## config.mk

```make
export PLATFORM = sky130hd
export DESIGN_NAME = rbes_cfg_regs
export DESIGN_NICKNAME = d
export VERILOG_FILES = /design/src/hdl/rbes_pkg.sv /design/src/hdl/rbes_cfg_regs.sv
export SDC_FILE = /design/constraint.sdc
export NUM_CORES = 1
export LEC_CHECK = 0
export BUFFER_PORTS_ARGS = -buffer_cell sky130_fd_sc_hd__buf_4
export CAP_MARGIN = 20
export CORE_ASPECT_RATIO = 1.2
export CORE_MARGIN = 1
export CORE_UTILIZATION = 47
export DETAILED_ROUTE_END_ITERATION = 8
export PLACE_DENSITY = 0.78
export SYNTH_ARGS = -nofsm -noshare
export SYNTH_HDL_FRONTEND = slang
export SYNTH_SLANG_ARGS = --single-unit
```

## constraint.sdc

```tcl
create_clock -name clk -period 1 [get_ports clk]
set_input_delay 0.15 -clock clk [delete_from_list [all_inputs] [get_ports clk]]
set_output_delay 0.15 -clock clk [all_outputs]
set_load 0.03 [all_outputs]
```

## src/hdl/rbes_pkg.sv

```systemverilog
// Shared types, constants and saturation helper for the rigid body step pipeline.
package rbes_pkg;

	localparam int unsigned CFG_IDX_W = 2;
	localparam int unsigned SCALE_W   = 17;
	localparam int unsigned MASS_W    = 31;

	typedef logic signed [31:0] q_t;

	localparam q_t Q_MAX   = 32'sh7FFF_FFFF;
	localparam q_t Q_MIN   = 32'sh8000_0000;
	localparam q_t ONE_Q16 = 32'sd65536;

	localparam logic [SCALE_W-1:0] TENTH_Q16      = 17'd6554;
	localparam logic [SCALE_W-1:0] STEP_SCALE_RST = 17'd6554;
	localparam logic [SCALE_W-1:0] TIME_STEP_RST  = 17'd655;

	typedef enum logic [CFG_IDX_W-1:0] {
		CFG_GRAVITY    = 2'd0,
		CFG_NO_CLIP    = 2'd1,
		CFG_STEP_SCALE = 2'd2,
		CFG_TIME_STEP  = 2'd3
	} cfg_idx_t;

	typedef struct packed {
		q_t                 gravity;
		logic               no_clip;
		logic [SCALE_W-1:0] step_scale;
		logic [SCALE_W-1:0] time_step;
	} cfg_t;

	typedef struct packed {
		q_t                pos_x;
		q_t                pos_y;
		q_t                vel_x;
		q_t                vel_y;
		q_t                force_x;
		q_t                force_y;
		logic [MASS_W-1:0] body_mass;
		logic [MASS_W-1:0] inverse_mass;
		logic [MASS_W-1:0] friction_force;
		q_t                velocity_cap;
		logic              on_ground;
	} body_t;

	// Body after the velocity update, handed from the accel half to the update half.
	typedef struct packed {
		logic              static_body;
		logic              on_ground;
		q_t                pos_x;
		q_t                pos_y;
		q_t                vel_x;
		q_t                vel_y;
		logic [MASS_W-1:0] body_mass;
		logic [MASS_W-1:0] inverse_mass;
		logic [MASS_W-1:0] friction_force;
	} mid_t;

	typedef struct packed {
		q_t next_pos_x;
		q_t next_pos_y;
		q_t next_vel_x;
		q_t next_vel_y;
	} res_t;

	function automatic q_t sat32(input logic signed [63:0] v);
		if (v > 64'(Q_MAX)) begin
			return Q_MAX;
		end
		if (v < 64'(Q_MIN)) begin
			return Q_MIN;
		end
		return signed'(v[31:0]);
	endfunction

endpackage

```

## src/hdl/rbes_cfg_regs.sv

```systemverilog
// Configuration register file: gravity, no-clip flag and the two step scales.
module rbes_cfg_regs (
	input  logic                          clk,
	input  logic                          arst_n,
	input  logic                          cfg_valid,
	output logic                          cfg_ready,
	input  logic [rbes_pkg::CFG_IDX_W-1:0] cfg_index,
	input  logic [31:0]                   cfg_data,
	output rbes_pkg::cfg_t                cfg
);
	import rbes_pkg::*;

	cfg_t cfg_q;

	assign cfg_ready = 1'b1;
	assign cfg       = cfg_q;

	always_ff @(posedge clk or negedge arst_n) begin
		if (!arst_n) begin
			cfg_q.gravity    <= '0;
			cfg_q.no_clip    <= 1'b0;
			cfg_q.step_scale <= STEP_SCALE_RST;
			cfg_q.time_step  <= TIME_STEP_RST;
		end else if (cfg_valid) begin
			unique case (cfg_idx_t'(cfg_index))
				CFG_GRAVITY:    cfg_q.gravity    <= signed'(cfg_data);
				CFG_NO_CLIP:    cfg_q.no_clip    <= cfg_data[0];
				CFG_STEP_SCALE: cfg_q.step_scale <= cfg_data[SCALE_W-1:0];
				CFG_TIME_STEP:  cfg_q.time_step  <= cfg_data[SCALE_W-1:0];
				default: ;
			endcase
		end
	end

endmodule

```

== After elaboration in Yosys (flattened, before gate mapping) ==
Cells that the tools add are included.
Word-level totals
  input port bits: 37
  word-level logic and storage cells: 12
  flip-flop bits (word level): 67
  output and inout bits: 68
Operators by class
  equal/unequal tests: 3
  reductions and logical operators: 5
Operators with widths (count)
  AND reduction 2 bit: 4
  == test 2 bit (second input constant): 2
  == test 2 x 1 -> 1 bit (second input constant): 1
  zero test 2 bit: 1

== Longest topological paths before layout ==
Gate-level depths: netlist of the first run.
  depth after elaboration: 2
  gate-level depth with buffers: 3
  mapped depth without buffers: 2

== Worst setup path before layout of the first run ==
OpenSTA, ideal clock, no wires.
  path type: input port to flip-flop
  from: in cfg_index[1] (netlist name)
  to: reg cfg_q, in the netlist cfg[35]
  buffers on the path: 1
  arrival: 950 ps
  stages on the path: 3
  path slack: -75 ps
  library setup time: 125 ps
  cells stage by stage: nor3b_4 > buf_6 > mux2_2
On the way
  longest elaborated chain between the ends: 2
RTL lines
  from (decl): RTL line rbes_cfg_regs.sv:7  | input logic [rbes_pkg::CFG_IDX_W-1:0] cfg_index,
  zero test 2 bit: RTL line rbes_cfg_regs.sv:25  | unique case (cfg_idx_t'(cfg_index))
  AND reduction 2 bit (no line)
  to (decl): RTL line rbes_cfg_regs.sv:13  | cfg_t cfg_q;
Every way passes these cells.
A chain may end at the register's enable or synchronous reset.

== Worst setup path in the final report of the first run ==
  from: reg cfg_q, in the netlist cfg[9]
  to: out cfg[9] (netlist name)
RTL lines
  to (decl): RTL line rbes_cfg_regs.sv:9  | output rbes_pkg::cfg_t cfg
No word-level cell between the ends.

==> results by stage, run 1 <==
STA:
- The highest attainable clock frequency is about 860 MHz.
- The number of max-slew violations in the final report came to 0.
- Subtracting the final worst setup slack from the clock period gives between 1000 and 1500 ps.
- The setup skew after layout is 0 ps.
- Setup repair after global routing could not meet its margin everywhere.
- Setup violations remaining at the end of the flow were counted as 67.
- For the final routed database, the setup TNS stands at -3260 ps.
- In the post-route analysis, the smallest setup slack over all paths is -164 ps.
- The share of the cycle needed by the critical path after routing is 116%.
- The final hold violation count is 0.

Route:
- The first detailed-routing pass took 4 iterations.
- Once detail routing completed, the nets flagged for antenna violations numbered 0.
- Detailed routing inserted a total of 1712 vias.
- The average routed wire per standard cell is between 15 and 20 um.
- The detailed-route DRC error count is 0.
- Dividing the detail-routed via count by the number of cells gives around 5.
- In this run, the number of DRC markers left after iteration 0 of detailed routing was 48.
- The routed wire length is slightly below 6000 um.

Placement:
- The placer's final routability congestion estimate is 0.689.
- The number of instances in the placed design is roughly 320.
- Input and output buffers added on the ports amount to between 100 and 150.
- The pre-CTS worst setup slack is -224 ps.
- The HPWL after detailed placement is around 3800 um.

Logic synthesis:
- Of all flip-flops after synthesis, the portion carrying an async set or reset was 100%.
- The distinct cell type count after synthesis is 12.
- Yosys mapped a number of flops with a built-in enable equal to 0.
- Of the post-synthesis cell area, the dominant cell type holds a little over half.
- The count of synthesis-stage warnings from yosys is 0.
- The net count after synthesis is roughly 180.
- mux2_2 is the most common cell in the netlist.
- The register bit total from synthesis is 67.
- The synthesized netlist cell count is between 100 and 150.
- The mapped cell area is 2560 um^2.
- After synthesis, the mean cell area works out to roughly 18 um^2.
- The commonest cells after synthesis are mux2_2 (65), dfrtp_1 (54), dfstp_2 (13).
- The largest total area in the synthesized netlist belongs to dfrtp_1.
- In the synthesized netlist the dominant register cell turns out to be dfrtp_1.
- By area the synthesized netlist is led by dfrtp_1 (53%), mux2_2 (29%), dfstp_2 (13%), buf_6 (1.3%), mux2_1 (0.88%).
- The sequential area share after synthesis is around 66%.

Floorplanning:
- The floorplan step defined a die boundary enclosing between 5000 and 6000 um^2.
- The die height is 82.9 um.
- The number of placement rows is 29.
- The horizontal die dimension is ~69 um.
- The initial utilization of the core area, before any placement, comes to about half.
- The I/O pin total is approximately 110.
- The core footprint is approximately 5300 um^2.

Worst setup path:
- The end of the worst register-to-register path is cfg[5].
- The gate family responsible for the most delay along the worst path is flip-flops.
- The worst reg2reg path startpoint is cfg[5].
- The number of buffers and inverters on the critical path is 1.
- The path length in cells of the critical path is 1.
- In this run the register-to-register setup slack is approximately 80 ps.
- Walking the worst path, the cells encountered are buf_6.
- Data on the critical path arrives at its endpoint at a little over 1000 ps.
- Data on the critical path is required at its endpoint by 850 ps.
- Along the worst path, the maximum fanout reaches 2.
- The kind of end point of the critical path is a primary output.
- The type of the setup path with the least slack is reg -> out.
- The peak per-stage delay on the critical path is about 550 ps.
- Measured in cells, the most critical reg-to-reg path has a length of 2.
- The slowest stage of the critical path belongs to the cell dfstp_2.
- The type of element launching the critical path is a flip-flop.

Power and ir drop:
- Summed over all cells, the static leakage comes to ~1.9 nW.
- Dividing total power by cell area gives a power density of 2180 nW/um^2.
- The switching portion of total power is 33.4%.
- Combinational logic burns between 30% and 40% of the power.
- The analysis attributes to net switching a power of 2.93 mW.
- The share of total power dissipated in sequential elements is between 40% and 50%.
- The internal power of the cells totals between 5 and 6 mW.
- The clock network is responsible for 21.8% of the overall power.
- Across the VDD grid, the largest voltage drop is ~1500 uV.

Run:
- The max-capacitance violation count is 0.

Global route:
- The total overflow left after global routing is 0.
- The wire length of the first global-routing pass is about 9600 um.
- The largest net degree at the start of global routing is 33.
- The via count of the first global-routing pass is roughly 1900.
- In the global route stage, overall resource usage came out at a little over a fifth.
- The number of antenna violations at the first check in global routing is 0.

Finish:
- The count of filler cells inserted in the layout is about 330.
- Of the cells placed in the final design, the portion with a size suffix greater than 1 is around four fifths.
- The count of placed standard cells in the final layout, fillers left out is 344.
- Across the whole layout, storage elements account for between 1500 and 2000 um^2.
- The count of nets after finishing is between 300 and 400.
- The register with the most flip-flops in the layout has 67 of them.
- The total area of multi-input combinational cells is between 800 and 900 um^2.
- The repair_antennas step left the layout with diodes totalling 0.
- The area overhead of the layout relative to synthesis is 56.9%.

Clock network:
- The clock latency of the later-clocked register in the worst-skew pair is approximately 330 ps.
- The root buffer cell chosen for the clock tree is clkbuf_8.
- The H-tree depth reported by CTS is 3.
- TritonCTS built the clock tree.
- The post-CTS clock slew at the launch and capture registers of the worst setup and hold paths is ~70 ps.
- Clock tree synthesis found a total of 67 sinks.
- The number of buffers inserted during clock tree synthesis is 9.
- The largest buffer count on any clock path is 2.

Worst hold path:
- The end of the worst hold path is cfg[55].
- The worst hold path startpoint is cfg_data[20].
- The min-delay analysis places its worst path in the category in -> reg.
- Along the worst hold path, the cell count comes to 2.

Outcome:
- The checks that failed: negative setup slack.
- The flow ran to the end, but the final reports show violations.
-- per-stage QoR --
stage	hold WS (ps)	power (mW)	area, um^2	util (%)
global placement	68.1	6.32	3530	67.0
finish	40.4	8.78	4020	76.4
floorplan	-146	5.17	2570	-
detailed placement	69.0	6.38	3530	67.0
CTS	22.7	8.77	3980	75.7
global route	20.7	9.16	4020	76.4
-- what timing repair did --
item	in CTS	in global routing
gates resized for setup	67	0
endpoints found under the hold margin	51	0
endpoints found under the setup margin	67	67
hold buffers	1	0
setup buffers	4	5
-- layer usage --
metal,vias up,share of wire (%),global-route usage [%]
met1,840,42,27.4
met2,86,48,33.1
met4,0,1.4,12.2
li1,778,-,-
met5,-,0,0
met3,8,8.1,7.16
-- placed cells by master, fill, tap and decap left out --
| cell type | instances |
|---|---|
| buf_12 | 5 |
| buf_4 | 54 |
| buf_6 | 67 |
| clkbuf_1 | 3 |
| clkbuf_8 | 10 |
| clkinv_2 | 3 |
| conb_1 | 1 |
| dfrtp_1 | 54 |
| dfstp_2 | 13 |
| dlygate4sd3_1 | 1 |
| mux2_1 | 2 |
| mux2_2 | 65 |
| nand3_2 | 1 |
| nand3b_1 | 1 |
| nand3b_4 | 1 |
| nor3b_4 | 1 |
-- area by class of cell --
class                      instances  area share (%)
multi-input combinational         72            20.3
tap                               62            1.93
sequential                        67            42.1
timing repair buffer             127            31.6
clock inverter                     3           0.374
clock buffer                      13            3.70
-- worst max path at each step --
stage	from	end
3_5_place_dp	cfg_index[1]	cfg[46]
3_3_place_gp	cfg_index[1]	cfg[45]
4_1_cts	cfg[0]	cfg[0]
5_1_grt	cfg[9]	cfg[9]
6_report	cfg[9]	cfg[9]
2_1_floorplan	cfg_index[1]	cfg[35]
-- cells by family after synthesis --
family	Yosys count	share of synthesized area (%)
buffers and inverters	6	2.44
DFF	67	66.1
muxes	67	29.5
other	1	0.146
and+or+nand+nor	4	1.86
-- power by group through the flow --
stage | Combinational (mW) | Sequential (mW) | Clock [mW]
global placement | 2.71 | 3.60 | 0
CTS | 3.13 | 3.68 | 1.97
floorplan | 0.531 | 4.64 | 0
detailed placement | 2.76 | 3.61 | 0
finish | 3.18 | 3.69 | 1.91
global route | 3.32 | 3.75 | 2.08
No activity file was read; power rests on OpenSTA's default activity.
==> run 2, diff against run 1 <==
--- a/config.mk
+++ b/config.mk
@@ -5,13 +5,13 @@
 export SDC_FILE = /design/constraint.sdc
 export NUM_CORES = 1
 export LEC_CHECK = 0
+export ABC_AREA = 1
 export BUFFER_PORTS_ARGS = -buffer_cell sky130_fd_sc_hd__buf_4
 export CAP_MARGIN = 20
 export CORE_ASPECT_RATIO = 1.2
-export CORE_MARGIN = 1
-export CORE_UTILIZATION = 47
+export CORE_UTILIZATION = 52
 export DETAILED_ROUTE_END_ITERATION = 8
-export PLACE_DENSITY = 0.78
+export PLACE_DENSITY = 0.84
 export SYNTH_ARGS = -nofsm -noshare
 export SYNTH_HDL_FRONTEND = slang
 export SYNTH_SLANG_ARGS = --single-unit
==> constraint.sdc (replaced) <==
create_clock -name clk -period 1.4 [get_ports clk]
set_input_delay 0.21 -clock clk [delete_from_list [all_inputs] [get_ports clk]]
set_output_delay 0.21 -clock clk [all_outputs]
set_load 0.03 [all_outputs]
==> run 2 against run 1 <==
Against the previous run: the flow now finishes without violations; utilization down 2.3 points; cell count grew 35%; synthesized cell count up 110%; clock-buffer cell count rose by 1; register-to-register slack better by 600 ps; area after synthesis is 9.8% higher; sequential share of layout area grew 2.8 points; critical endpoint is now cfg[18]; power decreased by 36%; combinational power decreased by 46%.
==> results by stage, run 2 <==
Global route:
- In the global route stage, overall resource usage came out at 27.1%.
- The number of antenna violations at the first check in global routing is 0.
- The via count of the first global-routing pass is roughly 2600.
- The wire length of the first global-routing pass is ~12000 um.
- The largest net degree at the start of global routing is 68.
- The residual overflow from global routing is 0.

Route:
- The routed design has approximately 7000 um of wire.
- After detailed routing, the number of remaining DRC violations is 0.
- The detailed router finished its first iteration with roughly 240 violations.
- The pre-antenna-repair detailed-routing pass consisted of 4 iterations.
- The detail-routed via count per cell is 5.38.
- In this run the remaining antenna-violating nets after routing total 0.
- The total vias in the final route is between 2000 and 2500.
- The average routed wire per standard cell is around 15 um.

Worst setup path:
- The type of the setup path with the least slack is reg -> out.
- The cell family contributing the most delay on the critical path is flip-flops.
- Together, buffers and inverters on the worst path number 1.
- The setup check on the worst reg-to-reg path leaves a slack of a little under 700 ps.
- The required time reported for the critical path endpoint is around 1200 ps.
- On the critical path, the stage with the largest delay is an instance of dfstp_2.
- The worst setup path is launched from a flip-flop.
- The data arrival time of the worst path is slightly above 1000 ps.
- The peak per-stage delay on the critical path is ~540 ps.
- Traced cell by cell, the critical path runs through buf_4.
- Of all nets on the critical path, the largest fanout is 2.
- The kind of end point of the critical path is a primary output.

Clock network:
- In this run the deepest clock path goes through 2 buffers.
- The number of clock sinks is 67.
- The TritonCTS clock tree is done.
- The number of buffers inserted during clock tree synthesis is 9.
- The H-tree was split into 3 levels.
- The clock root buffer is clkbuf_8.
- The clock latency of the later-clocked register in the worst-skew pair is ~340 ps.
- Once the clock tree was built, the resizer swapped 0 gates to a different size.
- The post-CTS clock slew at the launch and capture registers of the worst setup and hold paths is 70 ps.

Logic synthesis:
- The share of synthesized area in the top cell type comes to approximately 48%.
- The net count after synthesis is roughly 340.
- In the post-synthesis netlist, the cell with the most instances is nand2_1.
- Counting instances in the post-synthesis netlist gives the leading cell types as nand2_1 (134), dfrtp_1 (54), nand4_1 (35).
- Ranked by total cell area, the synthesized netlist is headed by dfrtp_1 (48%), nand2_1 (18%), dfstp_2 (12%), nand4_1 (7.8%), nand3_1 (5.9%).
- A synthesized cell averages around 9.4 um^2.
- The distinct cell type count after synthesis is 16.
- The synthesized netlist cell count is 300.
- The register bit total from synthesis is 67.
- In the synthesized netlist the async set-or-reset flop fraction comes to 100%.
- The biggest area contributor in the post-synthesis netlist is dfrtp_1.
- Summing every instance area after synthesis gives roughly 2800 um^2.
- The count of synthesis-stage warnings from yosys is 0.
- After synthesis, flip-flops and latches occupy 60.2% of the total area.
- Among all flip-flop cells after synthesis, the most frequent one is dfrtp_1.
- In this run, synthesis inferred 0 flip-flops with an integrated enable.

STA:
- Across the routed clock network, the largest skew measured is 0 ps.
- After layout, the worst path uses 88.3% of the clock period.
- The number of max-slew violations in the final report is 0.
- The worst-margin pin slew is about 560 ps.
- The tightest hold path in the finished design has a slack of 98.9 ps.
- The count of endpoints failing setup in the final report is 0.
- The highest attainable clock frequency is slightly above 800 MHz.
- Headroom to the max-slew limit came out at between 60% and 70%.
- The final hold violation count was 0.
- Setup repair after global routing left no endpoint under its margin.
- Setup total negative slack on the finished layout was measured at 0 ps.
- After layout, the minimum clock period comes to around 1200 ps.

Finish:
- The diode insertion count for antenna repair is 0.
- Counting the fill cells in the layout gives about 390.
- The storage element area is 1690 um^2.
- The most common cell after layout, fill and taps aside is nand2_1.
- The final instance area is roughly 3800 um^2.
- At the end of the flow the core is filled with cells to 74.1%.
- In the layout the commonest cells are nand2_1 (134), buf_4 (109), dfrtp_1 (54).
- The total area of multi-input combinational cells is approximately 940 um^2.
- The area growth from synthesis to layout is 33.9%.
- The register with the most flip-flops in the layout has 67 of them.
- The net count of the finished layout is about 440.
- The proportion of layout cells with a drive suffix above 1 is approximately a third.

Power and ir drop:
- In this run the power density over the cells is 1490 nW/um^2.
- The worst-case vdd ir drop is 823 uV.
- In this run the static leakage power is ~2.0 nW.

Placement:
- Input and output buffers added on the ports amount to 103.
- The instance area at placement is between 3000 and 4000 um^2.
- The placer's final routability congestion estimate is between 0.7 and 0.8.
- The half-perimeter wire length after placement is 4740 um.

Floorplanning:
- The core footprint is 5080 um^2.
- The initial standard-cell utilization of the core is between 50% and 60%.
- The number of placement rows is 28.
- In this run the horizontal extent of the chip is 69.1 um.
- The I/O pin total is around 110.
- The die covers around 5700 um^2.
- The die height is between 80 and 90 um.

Run:
- Across the run, the number of max-cap violations was 0.

Worst hold path:
- The path type of the worst min-delay path is in -> reg.

Outcome:
- The flow ran to the end, and the final reports show no timing, DRC or antenna violations.
## run 2: cell count changes in the layout (fill, tap and decap cells not counted), moves of 2 or more
cell / previous run / this run
mux2_1: 2 / 0
nand2_1: 0 / 134
nand4_1: 0 / 35
clkinv_2: 3 / 1
nand3_1: 0 / 33
mux2_2: 65 / 0
nand3_4: 0 / 2
buf_4: 54 / 109
buf_12: 5 / 2
buf_6: 67 / 0
## run 2: layer usage
metal / vias up / track usage [%] / share of wire [%]
met2: 101 / 47.0 / 50
met5: - / 0 / 0
met3: 11 / 5.22 / 6.5
met4: 0 / 13.1 / 2.2
li1: 1189 / - / -
met1: 1197 / 33.0 / 41
## run 2: where the power goes
part / total (mW) / switching [mW] / internal [mW]
registers: 2.47 / 0.186 / 2.29
clock network: 1.42 / 0.682 / 0.739
logic: 1.71 / 1.10 / 0.611
## run 2: through the flow
step	power (mW)	cells	setup WS, ps
6_report	5.60	464	164
5_1_grt	5.88	464	138
4_1_cts	5.63	464	155
3_5_place_dp	4.22	447	145
3_3_place_gp	4.18	447	213
2_1_floorplan	3.48	300	479
## run 2: what timing repair did
| action | CTS | global route |
|---|---|---|
| hold buffers | 1 | 0 |
| buffers inserted | 0 | 0 |
| hold endpoints to repair | 54 | 0 |
## run 2: path summary, 6_finish.rpt
path                              startpoint       to  cells past startpoint
worst max-delay path                 cfg[18]  cfg[18]                      1
worst min-delay path            cfg_data[20]  cfg[55]                      3
worst max register to register        cfg[1]   cfg[1]                      2
worst min register to register        cfg[3]   cfg[3]                      2
max in group asynchronous             arst_n  cfg[18]                      3
min in group asynchronous             arst_n  cfg[42]                      3
## run 2: worst reg2reg max path, stage by stage (launching register included)
cell and delay [ps]:
dfstp_2 540, nand2_1 60, nand2_1 70
## run 2: cell type report
type | instances | area share [%]
timing repair buffer | 112 | 23.1
tap | 60 | 1.99
multi-input combinational | 207 | 25.1
clock inverter | 2 | 0.332
clock buffer | 14 | 4.32
sequential | 67 | 45.0
inverter | 2 | 0.266
## run 2: logic make-up after synthesis
family	count (synthesis)	synth area share, %
buffers and inverters	26	6.27
DFF	67	60.2
other	1	0.133
and+or+nand+nor	206	33.4
==> run 3, diff against run 2 <==
--- a/config.mk
+++ b/config.mk
@@ -5,13 +5,12 @@
 export SDC_FILE = /design/constraint.sdc
 export NUM_CORES = 1
 export LEC_CHECK = 0
-export ABC_AREA = 1
 export BUFFER_PORTS_ARGS = -buffer_cell sky130_fd_sc_hd__buf_4
 export CAP_MARGIN = 20
 export CORE_ASPECT_RATIO = 1.2
-export CORE_UTILIZATION = 52
+export CORE_UTILIZATION = 40
 export DETAILED_ROUTE_END_ITERATION = 8
-export PLACE_DENSITY = 0.84
+export PLACE_DENSITY = 0.68
 export SYNTH_ARGS = -nofsm -noshare
 export SYNTH_HDL_FRONTEND = slang
 export SYNTH_SLANG_ARGS = --single-unit
==> run 3 against run 2 <==
Against the previous run: die area increased by 18%; flip-flop and latch count is the same; global-route usage is 11 points lower; clock-buffer cell count fell by 1; clock skew unchanged; design area is 3.8% lower; cell count shrank 25%; routed wire length down 28%; combinational power rose by 13%; hold slack got worse by 7.3 ps; critical path type unchanged.
==> results by stage, run 3 (synthesis gave the netlist of run 1 again) <==
STA:
- Setup repair after global routing left no endpoint under its margin.
- The worst path needs 1230 ps of the cycle, external delays included.
- The highest attainable clock frequency is about 810 MHz.
- The count of endpoints failing setup in the final report is 0.
- The number of max-slew violations in the final report was 0.
- The share of the cycle needed by the critical path after routing is between 80% and 90%.
- After layout, the worst setup slack is 173 ps.
- The setup skew after layout is 0 ps.
- The final hold violation count is 0.
- The setup TNS is 0 ps.

Route:
- After detailed routing, the total wire length is between 5000 and 6000 um.
- The count of TritonRoute iterations in the first routing pass is 2.
- The number of DRC violations after detailed-routing iteration 0 is slightly above 40.
- The antenna violation net count after detailed routing is 0.
- The detailed-route DRC error count is 0.
- Dividing the detail-routed wire length by the instance count gives between 10 and 15 um.
- The total vias in the final route is 1629.
- Dividing the detail-routed via count by the number of cells gives between 4 and 5.

Global route:
- The all-layer global routing usage is 16.1%.
- The residual overflow from global routing is 0.
- The number of antenna violations at the first check in global routing is 0.
- The largest net degree at the start of global routing is 68.
- The via count of the first global-routing pass is 1659.
- The wire length of the first global-routing pass is 7800 um.

Worst setup path:
- In this run the number of cells on the critical path is 1.
- Traced cell by cell, the critical path runs through buf_4.
- The critical path is of the reg -> out type.
- The type of element launching the critical path is a flip-flop.
- The worst register-to-register path has a depth of 1.
- The data arrival time of the worst path is roughly 1000 ps.
- The peak per-stage delay on the critical path is ~540 ps.
- The kind of end point of the critical path is a primary output.
- The cell at the slowest stage of the critical path is dfstp_2.
- The buffers plus inverters on the worst setup path is 1.
- The required time reported for the critical path endpoint is about 1200 ps.
- The cell family contributing the most delay on the critical path is flip-flops.
- Of all nets on the critical path, the largest fanout is 2.

Finish:
- The number of flip-flops under the largest register name is 67.
- The total area of multi-input combinational cells is 806 um^2.
- In the layout the commonest cells are buf_4 (105), mux2_2 (65), dfrtp_1 (54).
- After routing the design area is between 3000 and 4000 um^2.
- The area growth from synthesis to layout is 41.5%.
- The count of nets after finishing is ~300.
- The proportion of layout cells with a drive suffix above 1 is about three quarters.
- The library cell used most frequently in the layout, excluding fill and tap cells, is buf_4.
- Fill cells in the final layout number roughly 520.
- The storage element area is approximately 1700 um^2.
- 0 antenna diodes ended up in the layout.

Clock network:
- The number of buffers inserted during clock tree synthesis is 9.
- TritonCTS built the clock tree.
- The number of gates resized after CTS was 0.
- The H-tree was split into 3 levels.
- After clock tree synthesis, the clock-pin slew on the worst setup and hold paths is 70 ps.
- For the worst-skew pair, the clock arrives at the later sink with an insertion delay of 330 ps.
- The largest buffer count on any clock path is 2.
- The number of clock sinks is between 60 and 70.
- The clock root buffer is clkbuf_8.

Run:
- Max-cap violations in this run came to 0.

Floorplanning:
- The floorplan has 31 rows.
- For this configuration, the core starts out at a cell density of between 40% and 50%.
- The die covers ~6700 um^2.
- The die height is between 80 and 90 um.
- The die is approximately 75 um wide.
- The core footprint is roughly 6000 um^2.
- The I/O pin total is about 110.

Placement:
- The instance area at placement is around 3400 um^2.
- The half-perimeter wire length after placement is between 3000 and 4000 um.
- Buffers placed on the I/O ports in this run total 103.
- The pre-CTS worst setup slack is 88.1 ps.
- The congestion estimate from routability-driven global placement came to ~0.64.

Power and ir drop:
- For this design the ratio of total power to cell area is 1610 nW/um^2.
- The worst-case vdd ir drop is about 970 uV.
- The analysis attributes to cell leakage a power of around 1.7 nW.

Worst hold path:
- The worst hold path belongs to the class in -> reg.
- The cell depth of the worst min-delay path is 2.

Outcome:
- The run finished with clean final reports.
[run 3: changes by cell type in the layout (fill, tap and decap cells not counted), moves of 2 or more]
cell | before | now
nand3_1 | 33 | 0
clkinv_2 | 1 | 3
mux2_2 | 0 | 65
nand4_1 | 35 | 0
nand3_4 | 2 | 0
nand2_1 | 134 | 0
mux2_1 | 0 | 2
buf_4 | 109 | 105
[run 3: where the power goes]
| part | leakage, nW | switching (mW) | total (mW) | internal (mW) |
|---|---|---|---|---|
| registers | 0.776 | 0.189 | 2.54 | 2.36 |
| logic | 0.830 | 1.10 | 1.93 | 0.825 |
| clock network | 0.0872 | 0.667 | 1.35 | 0.684 |
[run 3: what timing repair did]
action / CTS / global route
hold buffers: 1 / 0
buffers inserted: 0 / 0
hold endpoints to repair: 54 / 0
[run 3: path summary, 6_finish.rpt]
kind	end	from	slack, ps
min reg2reg	cfg[64]	cfg[64]	490
max in group asynchronous	cfg[0]	arst_n	620
min	cfg[63]	cfg_data[28]	90
min in group asynchronous	cfg[11]	arst_n	420
max reg2reg	cfg[30]	cfg[30]	630
max	cfg[2]	cfg[2]	170
[run 3: final cells by class]
| type | instances | area share (%) |
|---|---|---|
| sequential | 67 | 46.7 |
| timing repair buffer | 109 | 23.7 |
| clock buffer | 13 | 4.11 |
| clock inverter | 3 | 0.414 |
| multi-input combinational | 72 | 22.2 |
| tap | 82 | 2.83 |
[run 3: per-layer routing]
| metal | up-vias | track usage, % | part of all wire, % |
|---|---|---|---|
| met5 | - | 0 | 0 |
| met4 | 0 | 6.69 | 0.95 |
| met3 | 6 | 8.04 | 12 |
| met2 | 84 | 23.0 | 44 |
| met1 | 800 | 20.9 | 44 |
| li1 | 739 | - | - |
[run 3: through the flow]
step                std cells  util, %  hold WS, ps  total power, mW
global placement          329     56.6          248             4.50
floorplan                 145        -        -85.6             3.70
global route              346     59.5         77.5             6.12
finish                    346     59.5         91.6             5.82
detailed placement        329     56.6          241             4.52
CTS                       346     59.5         76.0             5.90
